<file path="config.mk">
export PLATFORM = sky130hd
export DESIGN_NAME = json_string_unescape_utf8
export DESIGN_NICKNAME = d
export VERILOG_FILES = /design/src/rtl/jsu_pkg.sv /design/src/rtl/json_string_unescape_utf8.sv /design/src/rtl/jsu_front.sv /design/src/rtl/jsu_fifo.sv /design/src/rtl/jsu_back.sv
export SDC_FILE = /design/constraint.sdc
export NUM_CORES = 1
export LEC_CHECK = 0
export ABC_CLOCK_PERIOD_IN_PS = 2800
export BUFFER_PORTS_ARGS = -buffer_cell sky130_fd_sc_hd__buf_4
export CAP_MARGIN = 20
export CORE_MARGIN = 3
export CORE_UTILIZATION = 42
export DETAILED_ROUTE_END_ITERATION = 8
export PLACE_DENSITY = 0.62
export SYNTH_ARGS = -nofsm -noshare
export SYNTH_HDL_FRONTEND = slang
export SYNTH_SLANG_ARGS = --single-unit
export TNS_END_PERCENT = 20
</file>
<file path="constraint.sdc">
create_clock -name clk_i -period 2.8 [get_ports clk_i]
set_input_delay 0.56 -clock clk_i [delete_from_list [all_inputs] [get_ports clk_i]]
set_output_delay 0.56 -clock clk_i [all_outputs]
set_load 0.01 [all_outputs]
</file>
<file path="src/rtl/jsu_pkg.sv">
// Types, character codes and helper functions of the JSON string unescaper.
// Used by every module of the block; depends on nothing else.
`default_nettype none

package jsu_pkg;

  localparam int unsigned QueueDepth = 2;

  localparam logic [7:0] ChNul       = 8'h00;
  localparam logic [7:0] ChQuote     = 8'h22;
  localparam logic [7:0] ChBackslash = 8'h5c;
  localparam logic [7:0] ChSlash     = 8'h2f;
  localparam logic [7:0] ChU         = 8'h75;
  localparam logic [7:0] ChNewline   = 8'h0a;

  typedef enum logic [1:0] {
    MODE_PLAIN,
    MODE_ESC,
    MODE_HEX
  } mode_e;

  typedef enum logic [1:0] {
    CMD_BYTE,
    CMD_DONE,
    CMD_ERROR,
    CMD_CODE
  } cmd_kind_e;

  typedef enum logic [1:0] {
    STATUS_RUN   = 2'd0,
    STATUS_DONE  = 2'd1,
    STATUS_ERROR = 2'd2
  } status_e;

  // One decoded request from the front: a literal byte, a code point, or a status.
  typedef struct packed {
    cmd_kind_e   kind;
    logic [15:0] code;
  } cmd_t;

  typedef struct packed {
    logic [7:0] data;
    logic       has_byte;
    status_e    status;
    logic       last;
  } beat_t;

  // Escape letter after a backslash: bit 8 says the letter is a simple escape.
  function automatic logic [8:0] esc_map(input logic [7:0] b);
    logic [8:0] r;
    r = 9'h000;
    unique case (b)
      8'h22:   r = {1'b1, 8'h22};
      8'h5c:   r = {1'b1, 8'h5c};
      8'h2f:   r = {1'b1, 8'h2f};
      8'h62:   r = {1'b1, 8'h08};
      8'h66:   r = {1'b1, 8'h0c};
      8'h6e:   r = {1'b1, 8'h0a};
      8'h72:   r = {1'b1, 8'h0d};
      8'h74:   r = {1'b1, 8'h09};
      default: r = 9'h000;
    endcase
    return r;
  endfunction

  // Hex digit of either case: bit 4 says the byte is a digit.
  function automatic logic [4:0] hex_digit(input logic [7:0] b);
    logic [4:0] r;
    r = 5'h00;
    if (b >= 8'h30 && b <= 8'h39) begin
      r = {1'b1, 4'(b - 8'h30)};
    end else if (b >= 8'h61 && b <= 8'h66) begin
      r = {1'b1, 4'(b - 8'h57)};
    end else if (b >= 8'h41 && b <= 8'h46) begin
      r = {1'b1, 4'(b - 8'h37)};
    end
    return r;
  endfunction

endpackage

`default_nettype wire

</file>
<file path="src/rtl/json_string_unescape_utf8.sv">
// Top level of the JSON string unescaper: front end, request queue and UTF-8 back end.
// Depends on jsu_pkg, jsu_front, jsu_fifo and jsu_back.
//
//   Port group   Dir  Content
//   s_axis_*     in   tdata[7:0] = in_byte
//   m_axis_*     out  tdata[7:0] = out_byte, tuser[0] = has_byte, tuser[2:1] = status,
//                     tlast = last
//
// One input byte is taken per cycle while the queue is not full; the first output beat of a
// request is loaded into the output register when the back end takes it at the queue head,
// and further beats follow one per cycle while the output is ready. A \u escape that expands
// to two or three UTF-8 bytes holds the back end for one beat per byte, so the queue can fill
// and input stalls. Reset puts the decoder in plain mode and empties the queue.
// Output stalls hold the output register and back up through the queue to s_axis_tready.
`default_nettype none

module json_string_unescape_utf8 #(
  parameter int unsigned QueueDepth = jsu_pkg::QueueDepth
) (
  input  wire logic       clk_i,
  input  wire logic       rst_ni,
  input  wire logic       s_axis_tvalid,
  output logic            s_axis_tready,
  input  wire logic [7:0] s_axis_tdata,   // [7:0] in_byte
  output logic            m_axis_tvalid,
  input  wire logic       m_axis_tready,
  output logic [7:0]      m_axis_tdata,   // [7:0] out_byte
  output logic [2:0]      m_axis_tuser,   // [0] has_byte, [2:1] status
  output logic            m_axis_tlast
);
  import jsu_pkg::*;

  cmd_t  push_cmd, head_cmd;
  logic  push, full, head_valid, pop, accept;
  beat_t beat;

  assign s_axis_tready = !full;
  assign accept        = s_axis_tvalid && s_axis_tready;

  jsu_front u_front (
    .clk_i    (clk_i),
    .rst_ni   (rst_ni),
    .accept_i (accept),
    .byte_i   (s_axis_tdata),
    .cmd_o    (push_cmd),
    .push_o   (push)
  );

  jsu_fifo #(
    .Depth (QueueDepth)
  ) u_fifo (
    .clk_i   (clk_i),
    .rst_ni  (rst_ni),
    .push_i  (push),
    .cmd_i   (push_cmd),
    .full_o  (full),
    .pop_i   (pop),
    .valid_o (head_valid),
    .cmd_o   (head_cmd)
  );

  jsu_back u_back (
    .clk_i       (clk_i),
    .rst_ni      (rst_ni),
    .cmd_valid_i (head_valid),
    .cmd_i       (head_cmd),
    .pop_o       (pop),
    .out_valid_o (m_axis_tvalid),
    .out_ready_i (m_axis_tready),
    .beat_o      (beat)
  );

  assign m_axis_tdata = beat.data;
  assign m_axis_tuser = {beat.status, beat.has_byte};
  assign m_axis_tlast = beat.last;

endmodule

`default_nettype wire

</file>
<file path="src/rtl/jsu_front.sv">
// Front end: accepts input bytes, tracks escape and hex state, and issues decode requests.
// Depends on jsu_pkg.
`default_nettype none

module jsu_front (
  input  wire logic          clk_i,
  input  wire logic          rst_ni,
  input  wire logic          accept_i,
  input  wire logic [7:0]    byte_i,
  output jsu_pkg::cmd_t      cmd_o,
  output logic               push_o
);
  import jsu_pkg::*;

  mode_e       mode_q, mode_d;
  logic [1:0]  count_q, count_d;
  logic [15:0] accum_q, accum_d;
  logic [8:0]  esc;
  logic [4:0]  hex;

  always_comb begin
    esc     = esc_map(byte_i);
    hex     = hex_digit(byte_i);
    mode_d  = mode_q;
    count_d = count_q;
    accum_d = accum_q;
    push_o  = 1'b0;
    cmd_o   = '{kind: CMD_BYTE, code: {8'h00, byte_i}};
    if (accept_i) begin
      if (byte_i == ChNul) begin
        mode_d  = MODE_PLAIN;
        count_d = 2'd0;
        accum_d = 16'h0000;
        push_o  = 1'b1;
        cmd_o   = '{kind: CMD_ERROR, code: 16'h0000};
      end else begin
        unique case (mode_q)
          MODE_ESC: begin
            if (esc[8]) begin
              mode_d = MODE_PLAIN;
              push_o = 1'b1;
              cmd_o  = '{kind: CMD_BYTE, code: {8'h00, esc[7:0]}};
            end else if (byte_i == ChU) begin
              mode_d  = MODE_HEX;
              count_d = 2'd0;
              accum_d = 16'h0000;
            end else begin
              mode_d  = MODE_PLAIN;
              count_d = 2'd0;
              accum_d = 16'h0000;
              push_o  = 1'b1;
              cmd_o   = '{kind: CMD_ERROR, code: 16'h0000};
            end
          end
          MODE_HEX: begin
            if (!hex[4]) begin
              mode_d  = MODE_PLAIN;
              count_d = 2'd0;
              accum_d = 16'h0000;
              push_o  = 1'b1;
              cmd_o   = '{kind: CMD_ERROR, code: 16'h0000};
            end else if (count_q == 2'd3) begin
              mode_d  = MODE_PLAIN;
              count_d = 2'd0;
              accum_d = 16'h0000;
              push_o  = 1'b1;
              cmd_o   = '{kind: CMD_CODE, code: {accum_q[11:0], hex[3:0]}};
            end else begin
              count_d = count_q + 2'd1;
              accum_d = {accum_q[11:0], hex[3:0]};
            end
          end
          default: begin
            if (byte_i == ChQuote) begin
              count_d = 2'd0;
              accum_d = 16'h0000;
              push_o  = 1'b1;
              cmd_o   = '{kind: CMD_DONE, code: {8'h00, ChNewline}};
            end else if (byte_i == ChBackslash) begin
              mode_d = MODE_ESC;
            end else begin
              push_o = 1'b1;
            end
          end
        endcase
      end
    end
  end

  always_ff @(posedge clk_i or negedge rst_ni) begin
    if (!rst_ni) begin
      mode_q  <= MODE_PLAIN;
      count_q <= 2'd0;
      accum_q <= 16'h0000;
    end else begin
      mode_q  <= mode_d;
      count_q <= count_d;
      accum_q <= accum_d;
    end
  end

endmodule

`default_nettype wire

</file>
<file path="src/rtl/jsu_fifo.sv">
// Short request queue between the front end and the back end.
// Depends on jsu_pkg for the request type.
`default_nettype none

module jsu_fifo #(
  parameter int unsigned Depth = jsu_pkg::QueueDepth
) (
  input  wire logic          clk_i,
  input  wire logic          rst_ni,
  input  wire logic          push_i,
  input  wire jsu_pkg::cmd_t cmd_i,
  output logic               full_o,
  input  wire logic          pop_i,
  output logic               valid_o,
  output jsu_pkg::cmd_t      cmd_o
);
  import jsu_pkg::*;

  localparam int unsigned PtrW = $clog2(Depth);
  localparam int unsigned CntW = $clog2(Depth + 1);

  cmd_t            mem_q [Depth];
  logic [PtrW-1:0] wr_q, wr_d, rd_q, rd_d;
  logic [CntW-1:0] cnt_q, cnt_d;
  logic            do_push, do_pop;

  assign full_o  = (cnt_q == CntW'(Depth));
  assign valid_o = (cnt_q != '0);
  assign cmd_o   = mem_q[rd_q];
  assign do_push = push_i && !full_o;
  assign do_pop  = pop_i && valid_o;

  always_comb begin
    wr_d  = wr_q;
    rd_d  = rd_q;
    cnt_d = cnt_q;
    if (do_push) begin
      wr_d = (wr_q == PtrW'(Depth - 1)) ? '0 : wr_q + 1'b1;
    end
    if (do_pop) begin
      rd_d = (rd_q == PtrW'(Depth - 1)) ? '0 : rd_q + 1'b1;
    end
    if (do_push && !do_pop) begin
      cnt_d = cnt_q + 1'b1;
    end else if (do_pop && !do_push) begin
      cnt_d = cnt_q - 1'b1;
    end
  end

  always_ff @(posedge clk_i or negedge rst_ni) begin
    if (!rst_ni) begin
      wr_q  <= '0;
      rd_q  <= '0;
      cnt_q <= '0;
    end else begin
      wr_q  <= wr_d;
      rd_q  <= rd_d;
      cnt_q <= cnt_d;
    end
  end

  always_ff @(posedge clk_i) begin
    if (do_push) begin
      mem_q[wr_q] <= cmd_i;
    end
  end

endmodule

`default_nettype wire

</file>
<file path="src/rtl/jsu_back.sv">
// Back end: expands each request into one to three output beats, UTF-8 encoding code points.
// Depends on jsu_pkg; drives the output register of the block.
`default_nettype none

module jsu_back (
  input  wire logic          clk_i,
  input  wire logic          rst_ni,
  input  wire logic          cmd_valid_i,
  input  wire jsu_pkg::cmd_t cmd_i,
  output logic               pop_o,
  output logic               out_valid_o,
  input  wire logic          out_ready_i,
  output jsu_pkg::beat_t     beat_o
);
  import jsu_pkg::*;

  logic [1:0] idx_q, idx_d;
  logic [1:0] last_idx;
  logic       valid_q, valid_d;
  logic       load;
  beat_t      beat_q, beat_d;
  logic [15:0] cp;

  assign cp          = cmd_i.code;
  assign load        = cmd_valid_i && (!valid_q || out_ready_i);
  assign out_valid_o = valid_q;
  assign beat_o      = beat_q;

  always_comb begin
    last_idx = 2'd0;
    beat_d   = '{data: cp[7:0], has_byte: 1'b1, status: STATUS_RUN, last: 1'b1};
    unique case (cmd_i.kind)
      CMD_DONE: begin
        beat_d.data   = ChNewline;
        beat_d.status = STATUS_DONE;
      end
      CMD_ERROR: begin
        beat_d.data     = 8'h00;
        beat_d.has_byte = 1'b0;
        beat_d.status   = STATUS_ERROR;
      end
      CMD_CODE: begin
        if (cp <= 16'h007f) begin
          last_idx = 2'd0;
        end else if (cp <= 16'h07ff) begin
          last_idx = 2'd1;
          beat_d.data = (idx_q == 2'd0) ? (8'hc0 | {3'b000, cp[10:6]})
                                        : (8'h80 | {2'b00, cp[5:0]});
        end else begin
          last_idx = 2'd2;
          priority case (idx_q)
            2'd0:    beat_d.data = 8'he0 | {4'h0, cp[15:12]};
            2'd1:    beat_d.data = 8'h80 | {2'b00, cp[11:6]};
            default: beat_d.data = 8'h80 | {2'b00, cp[5:0]};
          endcase
        end
        beat_d.last = (idx_q == last_idx);
      end
      default: begin
        beat_d.status = STATUS_RUN;
      end
    endcase
  end

  assign pop_o = load && beat_d.last;

  always_comb begin
    idx_d   = idx_q;
    valid_d = valid_q;
    if (load) begin
      valid_d = 1'b1;
      idx_d   = beat_d.last ? 2'd0 : idx_q + 2'd1;
    end else if (out_ready_i) begin
      valid_d = 1'b0;
    end
  end

  always_ff @(posedge clk_i or negedge rst_ni) begin
    if (!rst_ni) begin
      idx_q   <= 2'd0;
      valid_q <= 1'b0;
    end else begin
      idx_q   <= idx_d;
      valid_q <= valid_d;
    end
  end

  always_ff @(posedge clk_i) begin
    if (load) begin
      beat_q <= beat_d;
    end
  end

endmodule

`default_nettype wire

</file>
==> impl_metrics.env <==
export IMPL_outcome="completed"
export IMPL_p_int_mw=2.67
export IMPL_fmax_mhz=376
export IMPL_cp_arrival_ns=2.93
export IMPL_rsz0062_at_grt="no"
export IMPL_layout_cells_non_filler=551
export IMPL_dpl_hpwl_mm=6.80
export IMPL_slew_headroom_pct=71.4
export IMPL_cpPeakStageDelay_ns=0.53
export IMPL_die_y_um=105
export IMPL_drt_wl_total_mm=9.17
export IMPL_power_frac_comb_pct=37.2
export IMPL_path_cells="or4_4 -> o32a_1 -> or3b_1 -> a21oi_2 -> o31ai_2 -> ha_1 -> nor2_1 -> xor2_1"
export IMPL_start_kind="flip-flop"
export IMPL_postRouteAntennaNets=0
export IMPL_pwr_share_seq_pct=40.0
export IMPL_ys_top_cells_by_area="edfxtp_1, dfrtp_1, mux2_2"
export IMPL_rr_worst_depth=8
export IMPL_cts_sinks=71
export IMPL_grt_max_degree=26
export IMPL_finalCriticalPeriod_ns=2.66
export IMPL_antenna_cells=0
export IMPL_critPathMaxFanout=4
export IMPL_rows=35
export IMPL_switchingPower_mw=1.38
export IMPL_async_flop_share_pct=32.4
export IMPL_seq_area_frac_synth_pct=48.7
export IMPL_synth_edff_count=48
export IMPL_dieArea_um2=11100
export IMPL_final_nets=441
export IMPL_yosys_register_bits=71
export IMPL_synthMostInstantiatedCell="edfxtp_1"
export IMPL_clock_root_buffer="clkbuf_8"
export IMPL_cts_htree_levels=3
export IMPL_postSynthAreaPerCell_um2=10.9
export IMPL_grt_pass1_vias=3001
export IMPL_syn_to_final_growth_pct=15.9
export IMPL_hold_path_class="in -> async"
export IMPL_path_clk_slew_ns=0.08
export IMPL_drt_vias_per_instance=5.61
export IMPL_worst_ir_drop_vdd_v=0.000349
export IMPL_hold_viol=0
export IMPL_yosys_area_top_type_share_pct=34.8
export IMPL_yosysWarnings=0
export IMPL_synth_area_um2=4150
export IMPL_synthAdderAreaFrac_pct=3.62
export IMPL_synth_compound_area_share_pct=15.1
export IMPL_fin_tns_setup_ns=0
export IMPL_post_cts_buffers=0
export IMPL_critPathCaptureType="flip-flop"
export IMPL_core_area_um2=9420
export IMPL_reg2reg_slack_ns=0.14
export IMPL_num_vias=3093
export IMPL_max_slew_worst_pin_slew_ns=0.426
export IMPL_synth_top_area_cell="edfxtp_1"
export IMPL_port_buffer_count=25
export IMPL_clk_path_buf_depth=2
export IMPL_syn_nets=404
export IMPL_syn_inst=380
export IMPL_r2r_end="u_fifo.cnt_q[1]$_DFFE_PN0P_"
export IMPL_cts_tree="done"
export IMPL_cts_made_buffers=9
export IMPL_p_per_area_nw_per_um2=844
export IMPL_layout_drive_gt1_share_pct=24.2
export IMPL_wl_per_cell_um=16.6
export IMPL_dr_first_iter_drc_count=202
export IMPL_grt_remaining_overflow=0
export IMPL_dp_cells=535
export IMPL_skew_ns=0.0187
export IMPL_die_w_um=105
export IMPL_dominantRegCellSynth="edfxtp_1"
export IMPL_rr_startpoint="u_fifo.mem_q[0][15]$_DFFE_PP_"
export IMPL_finalSetupViolCount=0
export IMPL_synth_top_family_by_area="simple AND/OR/NAND/NOR gates"
export IMPL_maxCapViolations=0
export IMPL_grt_pass1_wl_mm=15.2
export IMPL_swShare_pct=34.1
export IMPL_drc=0
export IMPL_start_util_pct=44.0
export IMPL_p_leak_nw=1.83
export IMPL_clk_latency_ns=0.34
export IMPL_crit_slowest_cell="or4_4"
export IMPL_synth_cell_types=67
export IMPL_critPathKind="reg -> reg"
export IMPL_ios=26
export IMPL_synthXorXnorAreaFrac_pct=1.48
export IMPL_synthTopCellsByCount="edfxtp_1, nand2_1, nor2_1"
export IMPL_synthMuxAreaShare_pct=9.81
export IMPL_grt_usage_pct=17.2
export IMPL_gp_congestion=0.873
export IMPL_fin_crit_sh_pct=95.0
export IMPL_p_clk_share_pct=22.8
export IMPL_cp_required_ns=3.07
export IMPL_antenna_found_initial=0
export IMPL_yosys_area_share_simple_pct=17.8
export IMPL_dr_pass1_iters=5
export IMPL_slew_violations=0
worst max path at each step:
stage | start | end | slack [ns] | cells past startpoint
2_1_floorplan | s_axis_tdata[0] | u_fifo.mem_q[1][0]$_DFFE_PP_ | 0.05 | 8
3_3_place_gp | s_axis_tdata[1] | u_front.mode_q[1]$_DFFE_PN0P_ | 0.09 | 8
3_5_place_dp | s_axis_tdata[1] | u_front.mode_q[1]$_DFFE_PN0P_ | 0.008 | 8
4_1_cts | u_fifo.mem_q[0][15]$_DFFE_PP_ | u_fifo.cnt_q[1]$_DFFE_PN0P_ | 0.08 | 8
5_1_grt | u_fifo.mem_q[0][14]$_DFFE_PP_ | u_fifo.cnt_q[1]$_DFFE_PN0P_ | 0.001 | 9
6_report | u_fifo.mem_q[0][15]$_DFFE_PP_ | u_fifo.cnt_q[1]$_DFFE_PN0P_ | 0.14 | 8
critical path: cells and delay by family, from the launching register on:
family	cells	cell delay [ns]
AO/OA/AOI/OAI	3	0.63
XOR/XNOR	1	0.16
adder cells (fa/ha/maj)	1	0.35
flip-flops	1	0.41
AND/OR/NAND/NOR	3	1.04
power groups by stage:
stage,logic (mW),registers [mW],clock network (mW)
floorplan,0.992,1.66,0
global placement,1.49,1.64,0
detailed placement,1.51,1.64,0
CTS,1.51,1.62,0.950
global route,1.67,1.66,0.978
finish,1.51,1.62,0.925
timing repair:
action,4_1_cts,5_1_grt
setup endpoints to repair,0,1
resized for setup,0,2
hold buffers,0,0
per-layer routing:
layer	track usage, %	vias to the layer above	routed length (um)
met1	23.2	1472	4220
met5	0	-	0
met3	3.98	25	435
li1	-	1503	-
met2	26.5	93	4220
met4	7.69	0	294
layout by cell type, fill, tap and decap left out, types with 10 or more instances in the layout:
cell	count
a21oi_1	18
a31oi_1	10
and2_1	15
buf_4	38
dfrtp_1	23
edfxtp_1	48
ha_1	12
inv_1	15
mux2_2	17
mux2i_1	14
nand2_1	37
nor2_1	26
o21ai_0	17
registers in the layout (all words and copies together) (netlist names):
| signal | count |
|---|---|
| u_back.out_valid_o | 1 |
| u_fifo.mem_q | 36 |
| u_front.mode_q | 2 |
| u_fifo.rd_q | 1 |
| u_back.beat_o | 12 |
| u_fifo.wr_q | 1 |
| u_back.idx_q | 2 |
| u_front.accum_q | 12 |
| u_fifo.cnt_q | 2 |
| u_front.count_q | 2 |
area by class of cell:
type                    instances  area [um2]
inverters                      15        56.3
fillers                       827        4610
clock inverters                 7         100
clock buffers                   9         124
repair buffers                 41         345
multi-input cells             279        2000
flip-flops and latches         71        2020
well taps                     129         161
through the flow:
| stage | area (um2) | total power, mW | hold WS, ns | worst slack [ns] | util, % |
|---|---|---|---|---|---|
| after CTS | 4800 | 4.08 | 0.108 | 0.0771 | 50.9 |
| after floorplan | 4150 | 2.66 | 0.264 | 0.0474 | - |
| after detailed placement | 4570 | 3.15 | 0.495 | 0.00785 | 48.6 |
| after global routing | 4800 | 4.31 | 0.123 | 0.00129 | 51.0 |
| after global placement | 4570 | 3.13 | 0.490 | 0.0916 | 48.6 |
| final | 4800 | 4.05 | 0.118 | 0.139 | 51.0 |
cell families after synthesis:
family          after synthesis
compound gates               90
xor+xnor                      7
fa+ha+maj                    12
buf+inv                      30
flops                        71
mux                          36
simple gates                134
(Power assumes the default switching activity.)
